### config.mk
export PLATFORM = sky130hd
export DESIGN_NAME = ffd_seq
export DESIGN_NICKNAME = d
export VERILOG_FILES = /design/src/design/ffd_pkg.sv /design/src/design/ffd_seq.sv
export VERILOG_INCLUDE_DIRS = /design/src /design/src/design
export SDC_FILE = /design/constraint.sdc
export NUM_CORES = 1
export LEC_CHECK = 0
export BUFFER_PORTS_ARGS = -buffer_cell sky130_fd_sc_hd__buf_2
export CELL_PAD_IN_SITES_DETAIL_PLACEMENT = 0
export CELL_PAD_IN_SITES_GLOBAL_PLACEMENT = 1
export CORE_MARGIN = 5
export CORE_UTILIZATION = 44
export DETAILED_ROUTE_END_ITERATION = 10
export PLACE_DENSITY = 0.8
export SLEW_MARGIN = 20
export SYNTH_ARGS = -nofsm -noshare
export SYNTH_HDL_FRONTEND = slang
export SYNTH_SLANG_ARGS = --single-unit
### constraint.sdc
create_clock -name clk -period 4.7 [get_ports clk]
set_input_delay 0.47 -clock clk [delete_from_list [all_inputs] [get_ports clk]]
set_output_delay 0.47 -clock clk [all_outputs]
set_load 0.005 [all_outputs]
### src/design/feedforward_diffuser_hicut_top_assert.svh
// Assertion macros used by the diffuser sequencer.
// Each macro expects clk and arst_n in the scope where it is used.
`ifndef FEEDFORWARD_DIFFUSER_HICUT_TOP_ASSERT_SVH
`define FEEDFORWARD_DIFFUSER_HICUT_TOP_ASSERT_SVH

// Same-cycle implication.
`define FFD_ASSERT_NOW(label, ante, cons, msg) \
	label: assert property (@(posedge clk) disable iff (!arst_n) (ante) |-> (cons)) \
		else $error(msg);

// Next-cycle implication.
`define FFD_ASSERT_NEXT(label, ante, cons, msg) \
	label: assert property (@(posedge clk) disable iff (!arst_n) (ante) |=> (cons)) \
		else $error(msg);

`endif

### src/design/ffd_pkg.sv
package ffd_pkg;

	localparam int SAMPLE_RATE_HZ = 48000;
	localparam int STAGE_COUNT    = 3;
	localparam int MAX_STAGES     = 3;
	localparam int LINE_COUNT     = 4;
	localparam int SAMPLE_W       = 24;
	localparam int GAIN_W         = 16;

	localparam int NUM_RINGS = STAGE_COUNT * LINE_COUNT;
	localparam int RING_MAX  = (1150 * SAMPLE_RATE_HZ + 50000) / 100000 + 2;
	localparam int POS_W     = $clog2(RING_MAX);
	localparam int RING_W    = $clog2(NUM_RINGS);
	localparam int STAGE_W   = (MAX_STAGES > 1) ? $clog2(MAX_STAGES) : 1;
	localparam int LINE_W    = $clog2(LINE_COUNT);

	typedef int unsigned ring_tab_t [MAX_STAGES * LINE_COUNT];

	// Line delays in hundredths of a millisecond, stage by stage.
	localparam ring_tab_t DLY_CENTI = '{
		33, 102, 169, 231,
		384, 558, 603, 646,
		626, 659, 1139, 1150
	};

	function automatic ring_tab_t calc_dly();
		ring_tab_t t;
		longint unsigned dl;
		t = '{default: 0};
		for (int i = 0; i < NUM_RINGS; i++) begin
			dl = (longint'(DLY_CENTI[i]) * SAMPLE_RATE_HZ + 50000) / 100000;
			if (dl < 1)
				dl = 1;
			if (dl > RING_MAX - 1)
				dl = RING_MAX - 1;
			t[i] = int'(dl);
		end
		return t;
	endfunction

	// Delay of each ring; the ring itself holds one entry more.
	localparam ring_tab_t RING_DLY = calc_dly();

	function automatic ring_tab_t calc_base();
		ring_tab_t t;
		t = '{default: 0};
		for (int i = 1; i < NUM_RINGS; i++)
			t[i] = t[i-1] + RING_DLY[i-1] + 1;
		return t;
	endfunction

	function automatic int calc_span();
		int s;
		s = 0;
		for (int i = 0; i < NUM_RINGS; i++)
			s = s + int'(RING_DLY[i]) + 1;
		return s;
	endfunction

	function automatic int calc_dly_max();
		int m;
		m = 0;
		for (int i = 0; i < NUM_RINGS; i++)
			if (int'(RING_DLY[i]) > m)
				m = int'(RING_DLY[i]);
		return m;
	endfunction

	localparam ring_tab_t RING_BASE = calc_base();
	localparam int CH_SPAN    = calc_span();
	localparam int RING_DEPTH = 2 * CH_SPAN;
	localparam int ADDR_W     = $clog2(RING_DEPTH);
	localparam int DLY_MAX    = calc_dly_max();

	localparam int CFG_IDX_W  = 3;
	localparam int CFG_DATA_W = GAIN_W + 1;

	localparam logic [CFG_IDX_W-1:0] REG_S1_WET = 3'd0;
	localparam logic [CFG_IDX_W-1:0] REG_S1_DRY = 3'd1;
	localparam logic [CFG_IDX_W-1:0] REG_S2_WET = 3'd2;
	localparam logic [CFG_IDX_W-1:0] REG_S2_DRY = 3'd3;
	localparam logic [CFG_IDX_W-1:0] REG_S3_WET = 3'd4;
	localparam logic [CFG_IDX_W-1:0] REG_S3_DRY = 3'd5;
	localparam logic [CFG_IDX_W-1:0] REG_POLE   = 3'd6;

	localparam logic [GAIN_W:0] GAIN_ONE = {1'b1, {GAIN_W{1'b0}}};

	typedef logic signed [SAMPLE_W-1:0] smp_t;
	typedef logic [GAIN_W:0] gain_t;

	typedef struct packed {
		gain_t [MAX_STAGES-1:0] wet;
		gain_t [MAX_STAGES-1:0] dry;
		logic [GAIN_W-1:0]      pole;
	} ffd_cfg_t;

	typedef struct packed {
		logic              load_left;
		logic              load_right;
		logic [LINE_W-1:0] line;
		logic              cap;
		logic [LINE_W-1:0] cap_line;
		logic              cap_zero;
		logic              bfly;
		logic              mul;
		logic              sum;
		logic              hmul;
		logic              hsum;
		logic              out_load;
		logic              ch;
		logic [STAGE_W-1:0] stage;
	} ffd_ctl_t;

endpackage

### src/design/ffd_seq.sv
`include "feedforward_diffuser_hicut_top_assert.svh"

module ffd_seq (
	input  logic                       clk,
	input  logic                       arst_n,
	input  logic                       in_valid,
	output logic                       in_ready,
	output logic                       out_valid,
	input  logic                       out_ready,
	output ffd_pkg::ffd_ctl_t          ctl,
	output logic                       ram_we,
	output logic [ffd_pkg::ADDR_W-1:0] ram_waddr,
	output logic [ffd_pkg::ADDR_W-1:0] ram_raddr
);
	import ffd_pkg::*;

	localparam logic [2:0] S_IDLE = 3'd0;
	localparam logic [2:0] S_RW   = 3'd1;
	localparam logic [2:0] S_BFLY = 3'd2;
	localparam logic [2:0] S_MUL  = 3'd3;
	localparam logic [2:0] S_SUM  = 3'd4;
	localparam logic [2:0] S_HMUL = 3'd5;
	localparam logic [2:0] S_HSUM = 3'd6;
	localparam logic [2:0] S_DONE = 3'd7;

	logic [2:0]         state_q;
	logic               ch_q;
	logic [STAGE_W-1:0] stage_q;
	logic [LINE_W-1:0]  line_q;
	logic [POS_W-1:0]   pos_q [NUM_RINGS];
	logic [POS_W-1:0]   cnt_q;
	logic               out_valid_q;
	logic               cap_s1;
	logic [LINE_W-1:0]  cap_line_s1;
	logic               cap_zero_s1;

	logic [RING_W-1:0]  ring_cur;
	logic [POS_W-1:0]   pos_cur;
	logic [POS_W-1:0]   dly_cur;
	logic [POS_W-1:0]   rd_cur;
	logic [ADDR_W-1:0]  base_cur;
	logic               last_stage;
	logic               out_free;

	assign ring_cur   = RING_W'(int'(stage_q) * LINE_COUNT + int'(line_q));
	assign pos_cur    = pos_q[ring_cur];
	assign dly_cur    = POS_W'(RING_DLY[ring_cur]);
	assign rd_cur     = (pos_cur == dly_cur) ? '0 : pos_cur + 1'b1;
	assign base_cur   = ADDR_W'(RING_BASE[ring_cur]) + (ch_q ? ADDR_W'(CH_SPAN) : '0);
	assign last_stage = (stage_q == STAGE_W'(STAGE_COUNT - 1));
	assign out_free   = !out_valid_q || out_ready;

	assign ram_we    = (state_q == S_RW);
	assign ram_waddr = base_cur + ADDR_W'(pos_cur);
	assign ram_raddr = base_cur + ADDR_W'(rd_cur);

	assign in_ready  = (state_q == S_IDLE);
	assign out_valid = out_valid_q;

	always_comb begin
		ctl.load_left  = (state_q == S_IDLE) && in_valid;
		ctl.load_right = (state_q == S_HSUM) && !ch_q;
		ctl.line       = line_q;
		ctl.cap        = cap_s1;
		ctl.cap_line   = cap_line_s1;
		ctl.cap_zero   = cap_zero_s1;
		ctl.bfly       = (state_q == S_BFLY);
		ctl.mul        = (state_q == S_MUL);
		ctl.sum        = (state_q == S_SUM);
		ctl.hmul       = (state_q == S_HMUL);
		ctl.hsum       = (state_q == S_HSUM);
		ctl.out_load   = (state_q == S_DONE) && out_free;
		ctl.ch         = ch_q;
		ctl.stage      = stage_q;
	end

	always_ff @(posedge clk or negedge arst_n) begin
		if (!arst_n) begin
			state_q     <= S_IDLE;
			ch_q        <= 1'b0;
			stage_q     <= '0;
			line_q      <= '0;
			cnt_q       <= '0;
			out_valid_q <= 1'b0;
			cap_s1      <= 1'b0;
			cap_line_s1 <= '0;
			cap_zero_s1 <= 1'b0;
			for (int i = 0; i < NUM_RINGS; i++)
				pos_q[i] <= '0;
		end else begin
			// Read data lands the cycle after the address, so the capture
			// information trails the ring access by one stage.
			cap_s1      <= (state_q == S_RW);
			cap_line_s1 <= line_q;
			// A ring entry not yet written since reset reads as zero.
			cap_zero_s1 <= (cnt_q < dly_cur);

			if ((state_q == S_DONE) && out_free)
				out_valid_q <= 1'b1;
			else if (out_ready)
				out_valid_q <= 1'b0;

			case (state_q)
				S_IDLE: begin
					if (in_valid) begin
						ch_q    <= 1'b0;
						stage_q <= '0;
						line_q  <= '0;
						state_q <= S_RW;
					end
				end
				S_RW: begin
					line_q <= line_q + 1'b1;
					if (line_q == LINE_W'(LINE_COUNT - 1))
						state_q <= S_BFLY;
				end
				S_BFLY: state_q <= S_MUL;
				S_MUL:  state_q <= S_SUM;
				S_SUM: begin
					if (last_stage) begin
						state_q <= S_HMUL;
					end else begin
						stage_q <= stage_q + 1'b1;
						state_q <= S_RW;
					end
				end
				S_HMUL: state_q <= S_HSUM;
				S_HSUM: begin
					if (!ch_q) begin
						ch_q    <= 1'b1;
						stage_q <= '0;
						line_q  <= '0;
						state_q <= S_RW;
					end else begin
						// Both channels share ring positions, so they move on
						// once the right channel is through.
						for (int i = 0; i < NUM_RINGS; i++)
							pos_q[i] <= (pos_q[i] == POS_W'(RING_DLY[i])) ? '0
								: pos_q[i] + 1'b1;
						if (cnt_q != POS_W'(DLY_MAX))
							cnt_q <= cnt_q + 1'b1;
						state_q <= S_DONE;
					end
				end
				S_DONE: begin
					if (out_free)
						state_q <= S_IDLE;
				end
				default: state_q <= S_IDLE;
			endcase
		end
	end

	`FFD_ASSERT_NOW(a_ring_ports_apart, ram_we, ram_waddr != ram_raddr, "ring write and read hit one entry")
	`FFD_ASSERT_NOW(a_pos_in_ring, state_q == S_RW, pos_cur <= dly_cur, "ring position beyond its ring")
	`FFD_ASSERT_NOW(a_fill_steps, cnt_q != $past(cnt_q), cnt_q == $past(cnt_q) + 1'b1, "fill count jumped")
	`FFD_ASSERT_NEXT(a_right_then_done, state_q == S_HSUM && ch_q, state_q == S_DONE, "sample did not finish after right channel")

endmodule

Yosys cells after proc, flatten, opt, wreduce, memory -nomap -nowiden:

Memories as Yosys holds them, arrays and structs flattened.
Cells that the tools add are included.

* input bits: 4
* memories: 2
* flip-flop bits (word level): 143
* word-level logic and storage cells: 127
* output and inout port bits: 46
* bits in read-only memories: 1024

Memories
* (no name shown): words 16, bits a word 32, rd ports 1, clocked after memory_dff 0, write ports 0, line ffd_seq.sv:49 `assign base_cur = ADDR_W'(RING_BASE[ring_cur]) + (ch_q ? ADDR_W'(CH_SPAN) : '0);`
* (no name shown): words 16, bits a word 32, rd ports 1, clocked after memory_dff 0, write ports 0, line ffd_seq.sv:47 `assign dly_cur = POS_W'(RING_DLY[ring_cur]);`

* $add $sub $neg: 20
* $lt $le $gt $ge: 2
* eq/ne operators: 28
* reduce and logical (&&, ||, !) cells: 17
* bitwise gates (word level): 1
* mux-type cells: 36

Operators by type and width (number)
* two-way mux 10 bit: 17
* adder 10 x 1 -> 10 bit, second input constant: 14
* == test 10 x 9 -> 1 bit, second input constant: 5
* binary-select mux 10 bit (select 4 bit): 1
* adder 13 x 10 -> 13 bit: 2
* two-way mux 13 bit: 2
* one-hot mux 3 bit (8 select lines): 1
* == test 10 bit, second input constant: 2
* == test 10 x 7 -> 1 bit, second input constant: 2
* two-way mux 3 bit: 5
* adder 13 x 12 -> 13 bit: 1
* == test 3 bit, second input constant: 4
* two-way mux 12 bit: 1
* one-hot mux 2 bit (3 select lines): 2
* == test 10 bit: 1
* == test 10 x 5 -> 1 bit, second input constant: 1
* == test 10 x 6 -> 1 bit, second input constant: 1
* == test 10 x 8 -> 1 bit, second input constant: 1
* < comparator 10 bit: 1
* inequality test 10 bit, second input constant: 1
* AND reduction 3 bit: 3
* inequality test 2 bit, second input constant: 4
* == test 3 x 2 -> 1 bit, second input constant: 2
* two-way mux 2 bit: 3
* other kinds (17): 27

Longest topological paths before layout:

* depth in word-level cells: 8
* depth in mapped cells: 21
* depth with buffers taken out: 19

Worst setup path before layout:

Ideal clock, no wire load.

* path kind: register to output
* from: reg line_q[1]
* to: out ram_raddr[12] in the netlist's numbering
* required time: 4.230 ns
* stages on the path, launching flop included: 20
* data arrival time: 4.406 ns
* path slack: -0.176 ns
* path buffers: 2
* path through: dfrtp_1 -> buf_4 -> buf_6 -> inv_2 -> ha_1 -> a21oi_1 -> a21boi_0 -> xor2_1 -> o2111ai_1 -> nor4b_4 -> nor2_1 -> ha_1 -> fa_1 -> a21o_1 -> a21oi_1 -> o21ai_0 -> o41ai_1 -> o21ai_0 -> a31oi_1 -> o211ai_1

* longest elaborated chain between the ends: 8
* elaborated cells on any way between the ends: 16
* classes of those cells: add/sub (4); eq/ne (1); mux (8); bitwise (1); memory (2)

RTL lines
* from (decl): line ffd_seq.sv:29 `logic [LINE_W-1:0] line_q;`
* from (signal assigned): line ffd_seq.sv:113 `line_q <= line_q + 1'b1;`
* adder 4 x 2 -> 4 bit (*): line ffd_seq.sv:45 `assign ring_cur = RING_W'(int'(stage_q) * LINE_COUNT + int'(line_q));`
* inverter 4 -> 5 bit (implied by the code) (*): line ffd_seq.sv:46, ffd_seq.sv:47, ffd_seq.sv:49
* parallel branches: the longest is 5 deep, another holds memory (16 x 32 bit)
* adder 13 x 10 -> 13 bit (*): line ffd_seq.sv:55 `assign ram_raddr = base_cur + ADDR_W'(rd_cur);`
* to (decl): line ffd_seq.sv:13 `output logic [ffd_pkg::ADDR_W-1:0] ram_raddr`

Every way passes the cells marked *. The select of a mux whose other input is x is not followed.

Worst setup path after layout:

Same ends and word-level chain as after synthesis.

==> reports/qor.yml <==
timing:
  rsz0062_at_grt: "yes"
  final-setup-viol-count: 9
  clock.fmax_mhz: 201
  fin_crit_sh_pct: 106
  drv_slew: 0
  worstMarginPinSlew_ns: 0.957
  relSlewSlack_pct: 35.6
  final.setup.worst_slack_ns: -0.285
  tns_ns: -1.26
  period_needed_ns: 4.99
  fin_skew_ns: 0.00652
  finalHoldViolCount: 0
logic_synthesis:
  synth_cell_type_count: 76
  synth_top_area_share_pct: 35.1
  avgSynthCellArea_um2: 9.36
  synth_area_leaders: "dfrtp_1 35%, ha_1 8.8%, xnor2_1 6.3%"
  synth_top_area_cell: "dfrtp_1"
  synth_edf_count: 0
  seq_area_frac_synth_pct: 35.1
  synthFlopType: "dfrtp_1"
  syn_nets: 1168
  synth_cells: 1089
  async_flop_share_pct: 100
  synth_area_um2: 10200
  synth_warnings: 0
  ys_seq_elements: 143
floorplanning:
  design.core.area_um2: 22700
  io_pins: 50
  die-area_um2: 26300
  fp.dieH_um: 162
  placement_rows: 55
  start_util_pct: 44.9
  die_x_um: 162
cts:
  clk_latency_ns: 0.43
  clock-sinks: 143
  numCtsBuffers: 17
  cts_tree: "built"
  htree_levels: 4
  postCtsHoldBufs: 0
  clockBufferDepth: 2
  root_buffer: "clkbuf_16"
  clk_pin_slew_worst_paths_ns: 0.06
routing:
  wl_per_cell_um: 17.7
  route.final.wire_length_mm: 27.2
  dr.pass1.iters: 5
  drt_iter0_drc: 648
  drtAntennaViolNets: 0
  drc_errors: 0
  num_vias: 8741
  routed_via_density: 5.69
worst_setup_path:
  crit_arrival_ns: 4.52
  cp.required_ns: 4.23
  critPathMaxFanout: 10
  critPathMaxStageDelay_ns: 0.44
  crit_slowest_cell: "dfrtp_2"
  crit_type: "flop to output port"
  crit_buf_inv: 3
  cp-start-kind: "flop"
  cp_top_family: "compound AO/OA/AOI/OAI gates"
  cp-end-kind: "output port"
  worstPathCellList: "buf_12 -> buf_16 -> and2_4 -> a221o_1 -> a211o_1 -> a21oi_2 -> o2111ai_2 -> nor4b_4 -> nor2_1 -> ha_2 -> fa_2 -> a21o_1 -> a21oi_2 -> o21ai_2 -> o41ai_4 -> o21ai_2 -> a31oi_1 -> o211ai_1 -> buf_2"
  startpoint: "line_q[1]"
  reg2reg_from: "ch_q"
grt:
  grt_pass1_vias: 8340
  grt_pass1_wl_mm: 44.4
  antenna_found_initial: 0
  grt_overflow: 0
  grt_max_degree: 109
  track_usage_pct: 20.8
placed_design:
  pre_cts_slack_ns: -0.0941
  gp_congestion: 0.928
  port_buffers: 49
  dp_hpwl_mm: 19.9
run_status:
  failed_checks: "negative setup slack"
  status: "finished, violations left"
final_layout:
  n_antenna_cell: 0
  syn_to_final_growth_pct: 24.5
  drive_gt1_share_pct: 26.2
  post-route-util_pct: 55.9
  nets: 1316
power_and_ir_drop:
  power.density_nw_per_um2: 585
  p_comb_share_pct: 60.1
  switching_share_pct: 40.0
  seqPwrFrac_pct: 21.4
  power_leakage_uw: 0.00584
  peakVddDrop_uv: 431
  switchingPower_uw: 2970
  p_int_uw: 4460
  clock_power_share_pct: 18.5
hold_path:
  hold_path_class: "input pin to async pin"
job:
  maxCapViolations: 0
-- cells by family (layout without fill, tap and decap cells) --
family / count (synthesis) / count (layout) / share of synthesized area [%]
XOR/XNOR: 126 / 126 / 10.8
adder cells (fa/ha/maj): 75 / 75 / 9.43
flip-flops: 143 / 143 / 35.1
AND/OR/NAND/NOR: 432 / 432 / 21.1
buffers and inverters: 81 / 242 / 3.78
multiplexers: 45 / 45 / 7.81
AO/OA/AOI/OAI: 187 / 187 / 11.9
-- worst paths after layout --
check	endpoint	slack, ns	cells past startpoint
setup / recovery	ram_raddr[12]	-0.29	19
hold / removal	pos_q[78]	0.13	1
setup reg to reg	pos_q[67]	1.82	8
hold reg to reg	cnt_q[9]	0.50	1
max in group asynchronous	cnt_q[3]	3.58	2
min in group clk	out_valid	0.35	3
-- cells in the mapped netlist, types with 5 or more instances --
cell / count
nor4b_1: 10
nand3_1: 40
mux2i_1: 8
nand2_1: 133
xor2_1: 53
nor2b_1: 8
a211oi_1: 5
nand2b_1: 17
buf_2: 5
and2_1: 10
a21oi_1: 42
inv_1: 32
o21ai_0: 56
o31ai_1: 6
a31oi_1: 8
xnor2_1: 73
mux4_2: 23
or3_1: 9
ha_1: 72
o22ai_1: 13
and3_1: 29
nor2_1: 89
dfrtp_1: 143
mux2_2: 8
a21o_1: 17
nand4_1: 34
nor3_1: 21
nor3b_1: 5
nor4_1: 10
buf_4: 9
clkbuf_1: 26
nand3b_1: 6
-- registers in the layout (all words and copies together) (netlist names) --
| register | cells |
|---|---|
| out_valid | 1 |
| cap_zero_s1 | 1 |
| stage_q | 2 |
| cap_line_s1 | 2 |
| ch_q | 1 |
| line_q | 2 |
| pos_q | 120 |
| cap_s1 | 1 |
| state_q | 3 |
| cnt_q | 10 |
-- power by group through the flow --
stage                     registers, µW  logic [µW]  clock network (µW)
after floorplan                    1510        2350                   0
after global placement             1600        3630                   0
after detailed placement           1600        3670                   0
after CTS                          1590        4110                1400
after global routing               1610        4900                1460
final                              1590        4470                1370
-- layout by cell type (no fill, tap or decap), types with 29 or more instances in the layout --
| master | count |
|---|---|
| dfrtp_1 | 141 |
| nand2_1 | 128 |
| buf_4 | 111 |
| nor2_1 | 83 |
| xnor2_1 | 69 |
| ha_1 | 62 |
| xor2_1 | 51 |
| o21ai_0 | 50 |
| buf_2 | 48 |
| nand3_1 | 37 |
| nand4_1 | 34 |
| inv_1 | 31 |
| and3_1 | 29 |
-- worst register-to-register path: cells and delay by family, from the launching register on --
family,cells,cell delay (ns)
xor+xnor,1,0.14
buf+inv,3,0.92
simple gates,4,1.16
flops,1,0.54
-- repair_timing --
item	4_1_cts	5_1_grt
pin swaps	24	37
gates cloned	2	0
resized for setup	68	34
endpoints found under the setup margin	13	14
setup buffers	22	21
-- area by class of cell --
| cell class | count | area [µm²] |
|---|---|---|
| clock inverter | 12 | 160 |
| clock buffer | 20 | 437 |
| multi-input combinational | 865 | 6670 |
| sequential | 143 | 3580 |
| inverter | 36 | 140 |
| tap | 285 | 357 |
| timing repair buffer | 174 | 1350 |
| fill | 2021 | 10000 |
-- routing by layer --
metal / vias to the layer above / global-route usage (%) / routed length, µm
met3: 45 / 3.73 / 1460
met5: - / 0 / 0
met2: 273 / 34.5 / 13100
li1: 4203 / - / -
met1: 4220 / 28.3 / 12100
met4: 0 / 5.57 / 595
-- per-stage QoR --
stage          std cells  instance area [µm²]  hold WS (ns)  total power (µW)
4_1_cts             1517                12300         0.214              7100
5_1_grt             1535                12700         0.219              7970
6_report            1535                12700         0.130              7430
2_1_floorplan       1089                10200         0.174              3860
3_3_place_gp        1461                11300         0.475              5230
3_5_place_dp        1461                11300         0.484              5260
(Power assumes the default switching activity.)
